<file path="src/hw/rtl/cbss_pkg.sv">
`timescale 1ns / 1ps

package cbss_pkg;

    localparam int CBSS_MAX_STEPS_LOG2 = 5;

    localparam int COORD_W = 32;
    // -P0 + 3P1 - 3P2 + P3 and its kin need at most 36 bits from 32-bit points
    localparam int COEF_W  = 36;
    localparam int STEPS_W = 3;

    typedef logic [STEPS_W-1:0] t_steps;

    localparam t_steps STEPS_LOG2_RESET = 3'd4;

    typedef struct packed {
        logic signed [COORD_W-1:0] p0_x;
        logic signed [COORD_W-1:0] p0_y;
        logic signed [COORD_W-1:0] p1_x;
        logic signed [COORD_W-1:0] p1_y;
        logic signed [COORD_W-1:0] p2_x;
        logic signed [COORD_W-1:0] p2_y;
        logic signed [COORD_W-1:0] p3_x;
        logic signed [COORD_W-1:0] p3_y;
    } t_segment;

    typedef struct packed {
        logic signed [COORD_W-1:0] sample_x;
        logic signed [COORD_W-1:0] sample_y;
        logic                      last_sample;
    } t_sample;

    typedef struct packed {
        logic signed [COEF_W-1:0] a;
        logic signed [COEF_W-1:0] b;
        logic signed [COEF_W-1:0] c;
        logic signed [COEF_W-1:0] d;
    } t_coef;

    typedef struct packed {
        t_coef  x;
        t_coef  y;
        t_steps k;
    } t_seg_coef;

    // Bezier basis matrix applied to one axis
    function automatic t_coef bezier_coef(
        input logic signed [COORD_W-1:0] p0,
        input logic signed [COORD_W-1:0] p1,
        input logic signed [COORD_W-1:0] p2,
        input logic signed [COORD_W-1:0] p3
    );
        logic signed [COEF_W-1:0] e0;
        logic signed [COEF_W-1:0] e1;
        logic signed [COEF_W-1:0] e2;
        logic signed [COEF_W-1:0] e3;
        logic signed [COEF_W-1:0] u;
        logic signed [COEF_W-1:0] v;
        logic signed [COEF_W-1:0] w;
        t_coef                    r;
        e0  = COEF_W'(p0);
        e1  = COEF_W'(p1);
        e2  = COEF_W'(p2);
        e3  = COEF_W'(p3);
        u   = e1 - e2;
        v   = e0 - e1 - e1 + e2;
        w   = e1 - e0;
        r.a = e3 - e0 + (u <<< 1) + u;
        r.b = (v <<< 1) + v;
        r.c = (w <<< 1) + w;
        r.d = e0;
        return r;
    endfunction

endpackage

</file>
<file path="src/hw/rtl/cbss_chan_if.sv">
`timescale 1ns / 1ps

interface cbss_chan_if #(
    parameter type t_payload = logic
);
    logic     valid;
    logic     ready;
    t_payload data;

    modport source (output valid, output data, input ready);
    modport sink (input valid, input data, output ready);
endinterface

</file>
<file path="src/hw/rtl/cubic_bezier_segment_sampler_unit.sv">
`timescale 1ns / 1ps

// Cubic Bezier segment sampler.
// i_seg takes one segment per transfer: four control points, x and y in
// signed Q16.16. o_smp returns 2^k + 1 samples of the curve at t = j / 2^k,
// j rising from 0, each rounded to Q16.16 and saturated; last_sample marks
// the sample at t = 1. i_cfg sets k (steps_log2); values above
// MAX_STEPS_LOG2 act as MAX_STEPS_LOG2. Write it only while the block is
// idle; it takes effect on the next segment transfer.
// The sample sequencer issues one sample per cycle while the receiver does
// not stall; consecutive segments follow with no gap. A one-segment holding
// register takes the next segment while the current one is still being
// sampled. With the sequencer free, the first sample of a segment passes the
// holding register, sequencer, multiply, partial sums, sum and shift, then
// saturation into the output register before it appears on o_smp.
// Reset clears every valid bit and sets k to 4. When the receiver stalls,
// the whole sample pipeline and the sequencer hold; the holding register
// still takes one further segment.

module cubic_bezier_segment_sampler_unit
    import cbss_pkg::*;
#(
    parameter  int MAX_STEPS_LOG2 = CBSS_MAX_STEPS_LOG2,
    localparam int JW             = MAX_STEPS_LOG2 + 1,
    localparam int J2W            = 2 * MAX_STEPS_LOG2 + 1,
    localparam int J3W            = 3 * MAX_STEPS_LOG2 + 1
) (
    input  logic      i_clk,
    input  logic      i_rst_n,
    cbss_chan_if.sink   i_cfg,
    cbss_chan_if.sink   i_seg,
    cbss_chan_if.source o_smp
);

    // stages of the arithmetic lanes behind the sequencer
    localparam int AXIS_STAGES = 4;

    t_steps                    r_steps_log2;
    logic [AXIS_STAGES-1:0]    r_vld;
    logic [AXIS_STAGES-1:0]    r_lst;
    logic                      en;
    logic                      hold_valid;
    t_seg_coef                 hold_seg;
    logic                      seg_take;
    logic                      seq_valid;
    logic                      seq_last;
    t_seg_coef                 seq_seg;
    logic [JW-1:0]             seq_j;
    logic [J2W-1:0]            seq_j2;
    logic [J3W-1:0]            seq_j3;
    logic signed [COORD_W-1:0] x_value;
    logic signed [COORD_W-1:0] y_value;
    t_sample                   smp;

    // Configuration: always ready, one register
    assign i_cfg.ready = 1'b1;

    always_ff @(posedge i_clk) begin
        if (!i_rst_n) begin
            r_steps_log2 <= STEPS_LOG2_RESET;
        end else if (i_cfg.valid) begin
            r_steps_log2 <= i_cfg.data;
        end
    end

    // Advance the sequencer and both lanes unless a finished sample is stuck
    assign en = !r_vld[AXIS_STAGES-1] || o_smp.ready;

    // Holding register: coefficients of the next segment
    cbss_coef #(
        .MAX_STEPS_LOG2(MAX_STEPS_LOG2)
    ) u_coef (
        .i_clk        (i_clk),
        .i_rst_n      (i_rst_n),
        .i_seg_valid  (i_seg.valid),
        .o_seg_ready  (i_seg.ready),
        .i_seg        (i_seg.data),
        .i_steps_log2 (r_steps_log2),
        .o_valid      (hold_valid),
        .i_take       (seg_take),
        .o_seg        (hold_seg)
    );

    // Sample sequencer: one j per cycle while not stalled, loads the next segment on the last
    cbss_seq #(
        .MAX_STEPS_LOG2(MAX_STEPS_LOG2)
    ) u_seq (
        .i_clk       (i_clk),
        .i_rst_n     (i_rst_n),
        .i_en        (en),
        .i_seg_valid (hold_valid),
        .o_seg_take  (seg_take),
        .i_seg       (hold_seg),
        .o_valid     (seq_valid),
        .o_last      (seq_last),
        .o_seg       (seq_seg),
        .o_j         (seq_j),
        .o_j2        (seq_j2),
        .o_j3        (seq_j3)
    );

    cbss_axis #(
        .MAX_STEPS_LOG2(MAX_STEPS_LOG2)
    ) u_axis_x (
        .i_clk   (i_clk),
        .i_en    (en),
        .i_coef  (seq_seg.x),
        .i_k     (seq_seg.k),
        .i_j     (seq_j),
        .i_j2    (seq_j2),
        .i_j3    (seq_j3),
        .o_value (x_value)
    );

    cbss_axis #(
        .MAX_STEPS_LOG2(MAX_STEPS_LOG2)
    ) u_axis_y (
        .i_clk   (i_clk),
        .i_en    (en),
        .i_coef  (seq_seg.y),
        .i_k     (seq_seg.k),
        .i_j     (seq_j),
        .i_j2    (seq_j2),
        .i_j3    (seq_j3),
        .o_value (y_value)
    );

    // Valid and last flags travel alongside the lanes
    always_ff @(posedge i_clk) begin
        if (!i_rst_n) begin
            r_vld <= '0;
        end else if (en) begin
            r_vld <= {r_vld[AXIS_STAGES-2:0], seq_valid};
        end
    end

    always_ff @(posedge i_clk) begin
        if (en) begin
            r_lst <= {r_lst[AXIS_STAGES-2:0], seq_last};
        end
    end

    assign smp.sample_x    = x_value;
    assign smp.sample_y    = y_value;
    assign smp.last_sample = r_lst[AXIS_STAGES-1];

    assign o_smp.valid = r_vld[AXIS_STAGES-1];
    assign o_smp.data  = smp;

endmodule

</file>
<file path="src/hw/rtl/cbss_coef.sv">
`timescale 1ns / 1ps

module cbss_coef
    import cbss_pkg::*;
#(
    parameter int MAX_STEPS_LOG2 = CBSS_MAX_STEPS_LOG2
) (
    input  logic      i_clk,
    input  logic      i_rst_n,
    input  logic      i_seg_valid,
    output logic      o_seg_ready,
    input  t_segment  i_seg,
    input  t_steps    i_steps_log2,
    output logic      o_valid,
    input  logic      i_take,
    output t_seg_coef o_seg
);

    logic      r_valid;
    t_seg_coef r_seg;
    logic      accept;
    t_steps    steps_clamped;

    assign accept        = i_seg_valid && !r_valid;
    assign steps_clamped = (i_steps_log2 > STEPS_W'(MAX_STEPS_LOG2)) ?
                           STEPS_W'(MAX_STEPS_LOG2) : i_steps_log2;

    always_ff @(posedge i_clk) begin
        if (!i_rst_n) begin
            r_valid <= 1'b0;
        end else if (accept) begin
            r_valid <= 1'b1;
        end else if (i_take) begin
            r_valid <= 1'b0;
        end
    end

    always_ff @(posedge i_clk) begin
        if (accept) begin
            r_seg.x <= bezier_coef(i_seg.p0_x, i_seg.p1_x, i_seg.p2_x, i_seg.p3_x);
            r_seg.y <= bezier_coef(i_seg.p0_y, i_seg.p1_y, i_seg.p2_y, i_seg.p3_y);
            r_seg.k <= steps_clamped;
        end
    end

    assign o_seg_ready = !r_valid;
    assign o_valid     = r_valid;
    assign o_seg       = r_seg;

endmodule

</file>
<file path="src/hw/rtl/cbss_seq.sv">
`timescale 1ns / 1ps

module cbss_seq
    import cbss_pkg::*;
#(
    parameter  int MAX_STEPS_LOG2 = CBSS_MAX_STEPS_LOG2,
    localparam int JW             = MAX_STEPS_LOG2 + 1,
    localparam int J2W            = 2 * MAX_STEPS_LOG2 + 1,
    localparam int J3W            = 3 * MAX_STEPS_LOG2 + 1
) (
    input  logic           i_clk,
    input  logic           i_rst_n,
    input  logic           i_en,
    input  logic           i_seg_valid,
    output logic           o_seg_take,
    input  t_seg_coef      i_seg,
    output logic           o_valid,
    output logic           o_last,
    output t_seg_coef      o_seg,
    output logic [JW-1:0]  o_j,
    output logic [J2W-1:0] o_j2,
    output logic [J3W-1:0] o_j3
);

    logic           r_valid;
    logic           r_last;
    t_seg_coef      r_seg;
    logic [JW-1:0]  r_j;
    logic [J2W-1:0] r_j2;
    logic [J3W-1:0] r_j3;
    logic [JW-1:0]  n_j;
    logic [J2W-1:0] n_j2;
    logic [J3W-1:0] n_j3;
    logic [JW-1:0]  step_count;
    logic           slot_free;
    logic           take;
    logic           step;

    assign slot_free  = !r_valid || (i_en && r_last);
    assign take       = slot_free && i_seg_valid;
    assign step       = i_en && r_valid && !r_last;
    assign step_count = JW'(1) << r_seg.k;

    // Powers of j by forward differences
    assign n_j  = r_j + JW'(1);
    assign n_j2 = r_j2 + J2W'({r_j, 1'b0}) + J2W'(1);
    assign n_j3 = r_j3 + J3W'({r_j2, 1'b0}) + J3W'(r_j2)
                + J3W'({r_j, 1'b0}) + J3W'(r_j) + J3W'(1);

    always_ff @(posedge i_clk) begin
        if (!i_rst_n) begin
            r_valid <= 1'b0;
            r_last  <= 1'b0;
        end else if (take) begin
            r_valid <= 1'b1;
            r_last  <= 1'b0;
        end else if (i_en && r_valid && r_last) begin
            r_valid <= 1'b0;
        end else if (step) begin
            r_last <= (n_j == step_count);
        end
    end

    always_ff @(posedge i_clk) begin
        if (take) begin
            r_seg <= i_seg;
            r_j   <= '0;
            r_j2  <= '0;
            r_j3  <= '0;
        end else if (step) begin
            r_j  <= n_j;
            r_j2 <= n_j2;
            r_j3 <= n_j3;
        end
    end

    assign o_seg_take = take;
    assign o_valid    = r_valid;
    assign o_last     = r_last;
    assign o_seg      = r_seg;
    assign o_j        = r_j;
    assign o_j2       = r_j2;
    assign o_j3       = r_j3;

endmodule

</file>
<file path="src/hw/rtl/cbss_axis.sv">
`timescale 1ns / 1ps

module cbss_axis
    import cbss_pkg::*;
#(
    parameter  int MAX_STEPS_LOG2 = CBSS_MAX_STEPS_LOG2,
    localparam int JW             = MAX_STEPS_LOG2 + 1,
    localparam int J2W            = 2 * MAX_STEPS_LOG2 + 1,
    localparam int J3W            = 3 * MAX_STEPS_LOG2 + 1
) (
    input  logic                      i_clk,
    input  logic                      i_en,
    input  t_coef                     i_coef,
    input  t_steps                    i_k,
    input  logic [JW-1:0]             i_j,
    input  logic [J2W-1:0]            i_j2,
    input  logic [J3W-1:0]            i_j3,
    output logic signed [COORD_W-1:0] o_value
);

    localparam int NUM_W = COEF_W + 3 * MAX_STEPS_LOG2 + 2;
    localparam int SH_W  = $clog2(3 * MAX_STEPS_LOG2 + 1);
    localparam int T1_W  = COEF_W + JW + 1;
    localparam int T2_W  = COEF_W + J2W + 1;
    localparam int T3_W  = COEF_W + J3W + 1;

    localparam logic signed [NUM_W-1:0] SAT_HI =
        {{(NUM_W-COORD_W+1){1'b0}}, {(COORD_W-1){1'b1}}};
    localparam logic signed [NUM_W-1:0] SAT_LO =
        {{(NUM_W-COORD_W+1){1'b1}}, {(COORD_W-1){1'b0}}};

    logic signed [T1_W-1:0]    r1_t1;
    logic signed [T2_W-1:0]    r1_t2;
    logic signed [T3_W-1:0]    r1_t3;
    logic signed [COEF_W-1:0]  r1_d;
    logic [SH_W-1:0]           r1_sh1;
    logic [SH_W-1:0]           r1_sh2;
    logic [SH_W-1:0]           r1_sh3;
    logic signed [NUM_W-1:0]   r2_hi;
    logic signed [NUM_W-1:0]   r2_lo;
    logic [SH_W-1:0]           r2_sh3;
    logic signed [NUM_W-1:0]   r3_q;
    logic signed [COORD_W-1:0] r4_value;
    logic [SH_W-1:0]           k_sh;
    logic signed [NUM_W-1:0]   rnd;

    assign k_sh = SH_W'(i_k);
    // half of one output step, so the floor shift rounds ties upward
    assign rnd  = (r1_sh3 == '0) ? '0 : (NUM_W'(1) << (r1_sh3 - SH_W'(1)));

    always_ff @(posedge i_clk) begin
        if (i_en) begin
            // multiply by the powers of j
            r1_t1  <= i_coef.c * $signed({1'b0, i_j});
            r1_t2  <= i_coef.b * $signed({1'b0, i_j2});
            r1_t3  <= i_coef.a * $signed({1'b0, i_j3});
            r1_d   <= i_coef.d;
            r1_sh1 <= k_sh;
            r1_sh2 <= k_sh + k_sh;
            r1_sh3 <= k_sh + k_sh + k_sh;

            // powers of n are shifts
            r2_hi  <= NUM_W'(r1_t3) + (NUM_W'(r1_t2) <<< r1_sh1);
            r2_lo  <= (NUM_W'(r1_t1) <<< r1_sh2) + (NUM_W'(r1_d) <<< r1_sh3) + rnd;
            r2_sh3 <= r1_sh3;

            // divide by n cubed
            r3_q   <= (r2_hi + r2_lo) >>> r2_sh3;

            if (r3_q > SAT_HI) begin
                r4_value <= SAT_HI[COORD_W-1:0];
            end else if (r3_q < SAT_LO) begin
                r4_value <= SAT_LO[COORD_W-1:0];
            end else begin
                r4_value <= r3_q[COORD_W-1:0];
            end
        end
    end

    assign o_value = r4_value;

endmodule

</file>
<file path="src/flat_wrapper.sv">
// flat-port wrapper written by rule: the top's interface ports become plain ports
module cubic_bezier_segment_sampler_unit_flat import cbss_pkg::*;
#(
    parameter  int MAX_STEPS_LOG2 = CBSS_MAX_STEPS_LOG2,
    localparam int JW             = MAX_STEPS_LOG2 + 1,
    localparam int J2W            = 2 * MAX_STEPS_LOG2 + 1,
    localparam int J3W            = 3 * MAX_STEPS_LOG2 + 1
)
  (i_clk, i_rst_n, i_cfg_valid, i_cfg_data, i_cfg_ready, i_seg_valid, i_seg_data, i_seg_ready, o_smp_valid, o_smp_data, o_smp_ready);
  cbss_chan_if i_cfg_i ();
  cbss_chan_if i_seg_i ();
  cbss_chan_if o_smp_i ();
  input  logic i_clk;
  input  logic i_rst_n;
  input wire logic [$bits(i_cfg_i.valid)-1:0] i_cfg_valid;
  input wire logic [$bits(i_cfg_i.data)-1:0] i_cfg_data;
  output wire logic [$bits(i_cfg_i.ready)-1:0] i_cfg_ready;
  input wire logic [$bits(i_seg_i.valid)-1:0] i_seg_valid;
  input wire logic [$bits(i_seg_i.data)-1:0] i_seg_data;
  output wire logic [$bits(i_seg_i.ready)-1:0] i_seg_ready;
  output wire logic [$bits(o_smp_i.valid)-1:0] o_smp_valid;
  output wire logic [$bits(o_smp_i.data)-1:0] o_smp_data;
  input wire logic [$bits(o_smp_i.ready)-1:0] o_smp_ready;
  assign i_cfg_i.valid = i_cfg_valid;
  assign i_cfg_i.data = i_cfg_data;
  assign i_cfg_ready = i_cfg_i.ready;
  assign i_seg_i.valid = i_seg_valid;
  assign i_seg_i.data = i_seg_data;
  assign i_seg_ready = i_seg_i.ready;
  assign o_smp_valid = o_smp_i.valid;
  assign o_smp_data = o_smp_i.data;
  assign o_smp_i.ready = o_smp_ready;
  cubic_bezier_segment_sampler_unit #(.MAX_STEPS_LOG2(MAX_STEPS_LOG2)) u_core (.i_clk(i_clk), .i_rst_n(i_rst_n), .i_cfg(i_cfg_i), .i_seg(i_seg_i), .o_smp(o_smp_i));
endmodule
</file>
<file path="config.mk">
export PLATFORM = sky130hd
export DESIGN_NAME = cubic_bezier_segment_sampler_unit_flat
export DESIGN_NICKNAME = d
export VERILOG_FILES = /design/src/hw/rtl/cbss_pkg.sv /design/src/hw/rtl/cbss_chan_if.sv /design/src/hw/rtl/cubic_bezier_segment_sampler_unit.sv /design/src/hw/rtl/cbss_coef.sv /design/src/hw/rtl/cbss_seq.sv /design/src/hw/rtl/cbss_axis.sv /design/src/flat_wrapper.sv
export SDC_FILE = /design/constraint.sdc
export NUM_CORES = 1
export LEC_CHECK = 0
export ABC_AREA = 1
export BUFFER_PORTS_ARGS = -buffer_cell sky130_fd_sc_hd__buf_2
export CORE_MARGIN = 1
export CORE_UTILIZATION = 53
export CTS_CLUSTER_SIZE = 10
export DETAILED_ROUTE_END_ITERATION = 10
export PLACE_DENSITY = 0.75
export SYNTH_ARGS = -nofsm -noshare
export SYNTH_HDL_FRONTEND = slang
export SYNTH_SLANG_ARGS = --single-unit
export TNS_END_PERCENT = 1
</file>
<file path="constraint.sdc">
create_clock -name i_clk -period 3.1 [get_ports i_clk]
set_input_delay 0.62 -clock i_clk [delete_from_list [all_inputs] [get_ports i_clk]]
set_output_delay 0.62 -clock i_clk [all_outputs]
set_load 0.02 [all_outputs]
</file>
==> Flow_metrics.wiki <==
{| class="wikitable"
! Metric !! Value
|-
| Post-CTS setup buffer count || 0
|-
| Library cell occupying the most area in the post-synthesis netlist || sky130_fd_sc_hd__dfxtp_1
|-
| Clock buffer count from CTS || 3
|-
| Endpoints failing hold || 0
|-
| Power Dens Cells || 621 nW/um2
|-
| Post-layout utilization of the core || 62.2%
|-
| Worst EP arrival || 910 ps
|-
| Final slew viol count || 0
|-
| Average footprint of a synthesized cell || 8.64 um2
|-
| Final wirelength || 1600 um
|-
| Highest Clock Rate || 654 MHz
|-
| Synth Net Count || 123
|-
| Number of buffer and inverter stages on the critical path || 2
|-
| FF-to-FF path depth || 9
|-
| Sum of overflow across all layers after global routing || 0
|-
| Most used flip-flop cell after synthesis || sky130_fd_sc_hd__dfxtp_1
|-
| Setup repair after global routing missed its margin || no
|-
| Number of levels in the clock H-tree || 1
|-
| Clock root buffer master || sky130_fd_sc_hd__clkbuf_4
|-
| Gr usage total || 17.6%
|-
| DIE AREA || 2050 um2
|-
| DRC marker count from the first detailed-route iteration || 20
|-
| Worst Path Class, Setup || flip-flop to output port
|-
| Cells resized by post-CTS repair || 0
|-
| Hold buffer count at CTS || 0
|-
| Setup-failing EPs final || 0
|-
| Fin nets || 135
|-
| Avg WL per Cell || 10.6 um
|-
| Buffers on Ports || 8
|-
| VDD IR max || 0.315 mV
|-
| Maximum number of pins on one net before global-route repair || 14
|-
| Cell row count || 15
|-
| Routed Antenna Nets || 0
|-
| Vert. Die Dim || 45.3 um
|-
| Area growth from synthesis to final layout || 9.19%
|-
| Sum Neg Setup Slack || 0 ps
|-
| Beginning of the worst register-to-register path || u_core.u_seq.o_j[0]
|-
| Critical Path RT || 2480 ps
|-
| Largest stage delay on the critical path || 340 ps
|-
| CTS Buffer Depth || 2
|-
| Starting Density || 56.9%
|-
| Final Wtd Congestion || 0.789
|-
| Cells traversed along the worst timing path || inv_1 -> buf_2
|-
| Synth Instances || 115
|-
| Register bit total from synthesis || 23
|-
| First-pass GRT wire length || 2550 um
|-
| Ratio of cells with drive above 1 in the final layout || 18.3%
|-
| Critical path launch point type || flip-flop
|-
| Family of cells with the greatest summed delay on the critical path || flip-flops
|-
| Number of distinct standard cells referenced by the synthesized netlist || 25
|-
| Synthesis warning total || 0
|-
| Result of the run || finished clean
|-
| Area share of the largest cell type after synthesis || 30.2%
|-
| Number of antenna violations at the first check in global routing || 0
|-
| Post-route fraction of the period consumed by the critical path || 49.3%
|-
| Filler Cell Count || 162
|-
| Clock skew || 2.87 ps
|-
| Filler-free cell count of the finished design || 151
|-
| Clk slew on worst S/H paths || 120 ps
|-
| Max capacitance violation total || 0
|-
| Most frequent cells after synthesis || 23 x sky130_fd_sc_hd__nand2_1, 17 x sky130_fd_sc_hd__inv_1, 15 x sky130_fd_sc_hd__dfxtp_1, 10 x sky130_fd_sc_hd__nor2_1, 8 x sky130_fd_sc_hd__edfxtp_1
|-
| Leading cell type by number of instances after synthesis || sky130_fd_sc_hd__nand2_1
|-
| Clock insertion delay at the later pin of the skew report || 300 ps
|-
| Crit-path slowest cell || sky130_fd_sc_hd__dfxtp_1
|-
| Proportion of synthesized chip area in sequential cells || 54.4%
|-
| Largest fanout of any net on the critical path || 3
|-
| Synth async-reset ratio || 0%
|-
| Worst R2R End || u_core.u_seq.o_last
|-
| Source of the worst hold timing path || u_core.r_lst[0]
|-
| Number of global-route vias before repair || 645
|-
| Cell area after layout || 1080 um2
|-
| Die W || 45.3 um
|-
| Leakage power total || 0.497 nW
|-
| Total instance count after detailed placement || 147
|-
| TritonCTS clock tree || built
|-
| Count of clock tree sinks || 23
|-
| Ant diodes || 0
|-
| Post-synth EDFFs || 8
|-
| Crit path time final || 1530 ps
|-
| Estimated wirelength of the detail-placed design || 1220 um
|-
| Type of element capturing the critical path || output port
|-
| First drt pass iteration count || 4
|-
| Sink of the worst hold path || u_core.r_lst[1]
|-
| Number of design rule violations left after detail routing || 0
|-
| Ports || 11
|-
| Number of instances on the worst hold path || 0
|-
| Hold Crit Class || flip-flop to flip-flop
|-
| Via count normalized by instance count || 4.95
|-
| Biggest area contributors in the synthesized netlist || sky130_fd_sc_hd__dfxtp_1 30%, sky130_fd_sc_hd__edfxtp_1 24%, sky130_fd_sc_hd__nand2_1 8.7%
|-
| FF-to-FF setup slack || 1750 ps
|-
| Post-Synthesis Cell Area || 993 um2
|-
| Total power draw || 673 uW
|-
| Area of the core || 1750 um2
|-
| Total via count in the routed design || 748
|-
| Placement Cell Area || 1060 um2
|}
[state kept, by name, indices dropped and copies added, names as in the netlist]
signal	cells
u_core.u_coef.o_valid	1
u_core.u_seq.o_j	6
u_core.u_seq.o_last	1
u_core.u_seq.o_seg	2
u_core.r_vld	4
u_core.r_lst	4
u_core.u_seq.o_valid	1
u_core.u_coef.o_seg	2
u_core.r_steps_log2	2
[kinds of logic after synthesis]
logic type / count (synthesis) / synth area share (%)
other cells: 1 / 0.377
flops: 23 / 54.4
buf+inv: 20 / 7.93
simple gates: 48 / 22.4
compound gates: 22 / 13.6
fa+ha+maj: 1 / 1.26
[worst max path at each step]
stage                          startpoint               endpoint  slack (ps)  depth (start not counted)
detailed placement            o_smp_ready  u_core.u_coef.o_valid        1450                          8
global placement              o_smp_ready  u_core.u_coef.o_valid        1470                          8
finish              u_core.u_coef.o_valid            i_seg_ready        1570                          2
floorplan                     o_smp_ready    u_core.u_seq.o_last        1750                          8
CTS                 u_core.u_coef.o_valid            i_seg_ready        1550                          2
global route        u_core.u_coef.o_valid            i_seg_ready        1520                          2
[layer usage]
layer	wire (um)	share of wire, %	GRT usage (%)	vias up
met4	12	0.75	9.09	0
met1	760	48	21.2	345
li1	-	-	-	394
met3	31	1.9	2.40	2
met2	793	50	30.4	7
met5	0	0	0	-
[through the flow]
stage	worst slack [ps]	hold WS, ps
2_1_floorplan	1750	400
3_3_place_gp	1470	403
3_5_place_dp	1450	408
4_1_cts	1550	439
5_1_grt	1520	443
6_report	1570	436
[layout by cell type, fill, tap and decap left out, types with 2 or more instances in the layout]
cell type | netlist | layout
sky130_fd_sc_hd__a211oi_1 | 3 | 3
sky130_fd_sc_hd__a21oi_1 | 7 | 7
sky130_fd_sc_hd__buf_2 | 0 | 8
sky130_fd_sc_hd__clkbuf_4 | 0 | 3
sky130_fd_sc_hd__dfxtp_1 | 15 | 15
sky130_fd_sc_hd__edfxtp_1 | 8 | 8
sky130_fd_sc_hd__inv_1 | 17 | 17
sky130_fd_sc_hd__inv_2 | 2 | 2
sky130_fd_sc_hd__nand2_1 | 23 | 23
sky130_fd_sc_hd__nand3_1 | 7 | 7
sky130_fd_sc_hd__nor2_1 | 10 | 10
sky130_fd_sc_hd__nor2_2 | 2 | 2
sky130_fd_sc_hd__o21ai_0 | 6 | 6
sky130_fd_sc_hd__o21ai_1 | 2 | 2
[where the power goes]
part / switching (mW) / internal [mW]
sequential: 0.0341 / 0.352
combinational: 0.0912 / 0.0598
clock: 0.0882 / 0.0481
total: 0.213 / 0.460
[area by class of cell]
type                    count  area (um2)  share of cell area, %
clock buffers               3        22.5                   2.08
clock inverters             1        5.00                  0.461
inverters                  19        71.3                   6.57
multi-input cells          72         374                   34.5
flip-flops and latches     23         541                   49.8
well taps                  25        31.3                   2.88
repair buffers              8        40.0                   3.69
No activity file was read; power rests on OpenSTA's default activity.
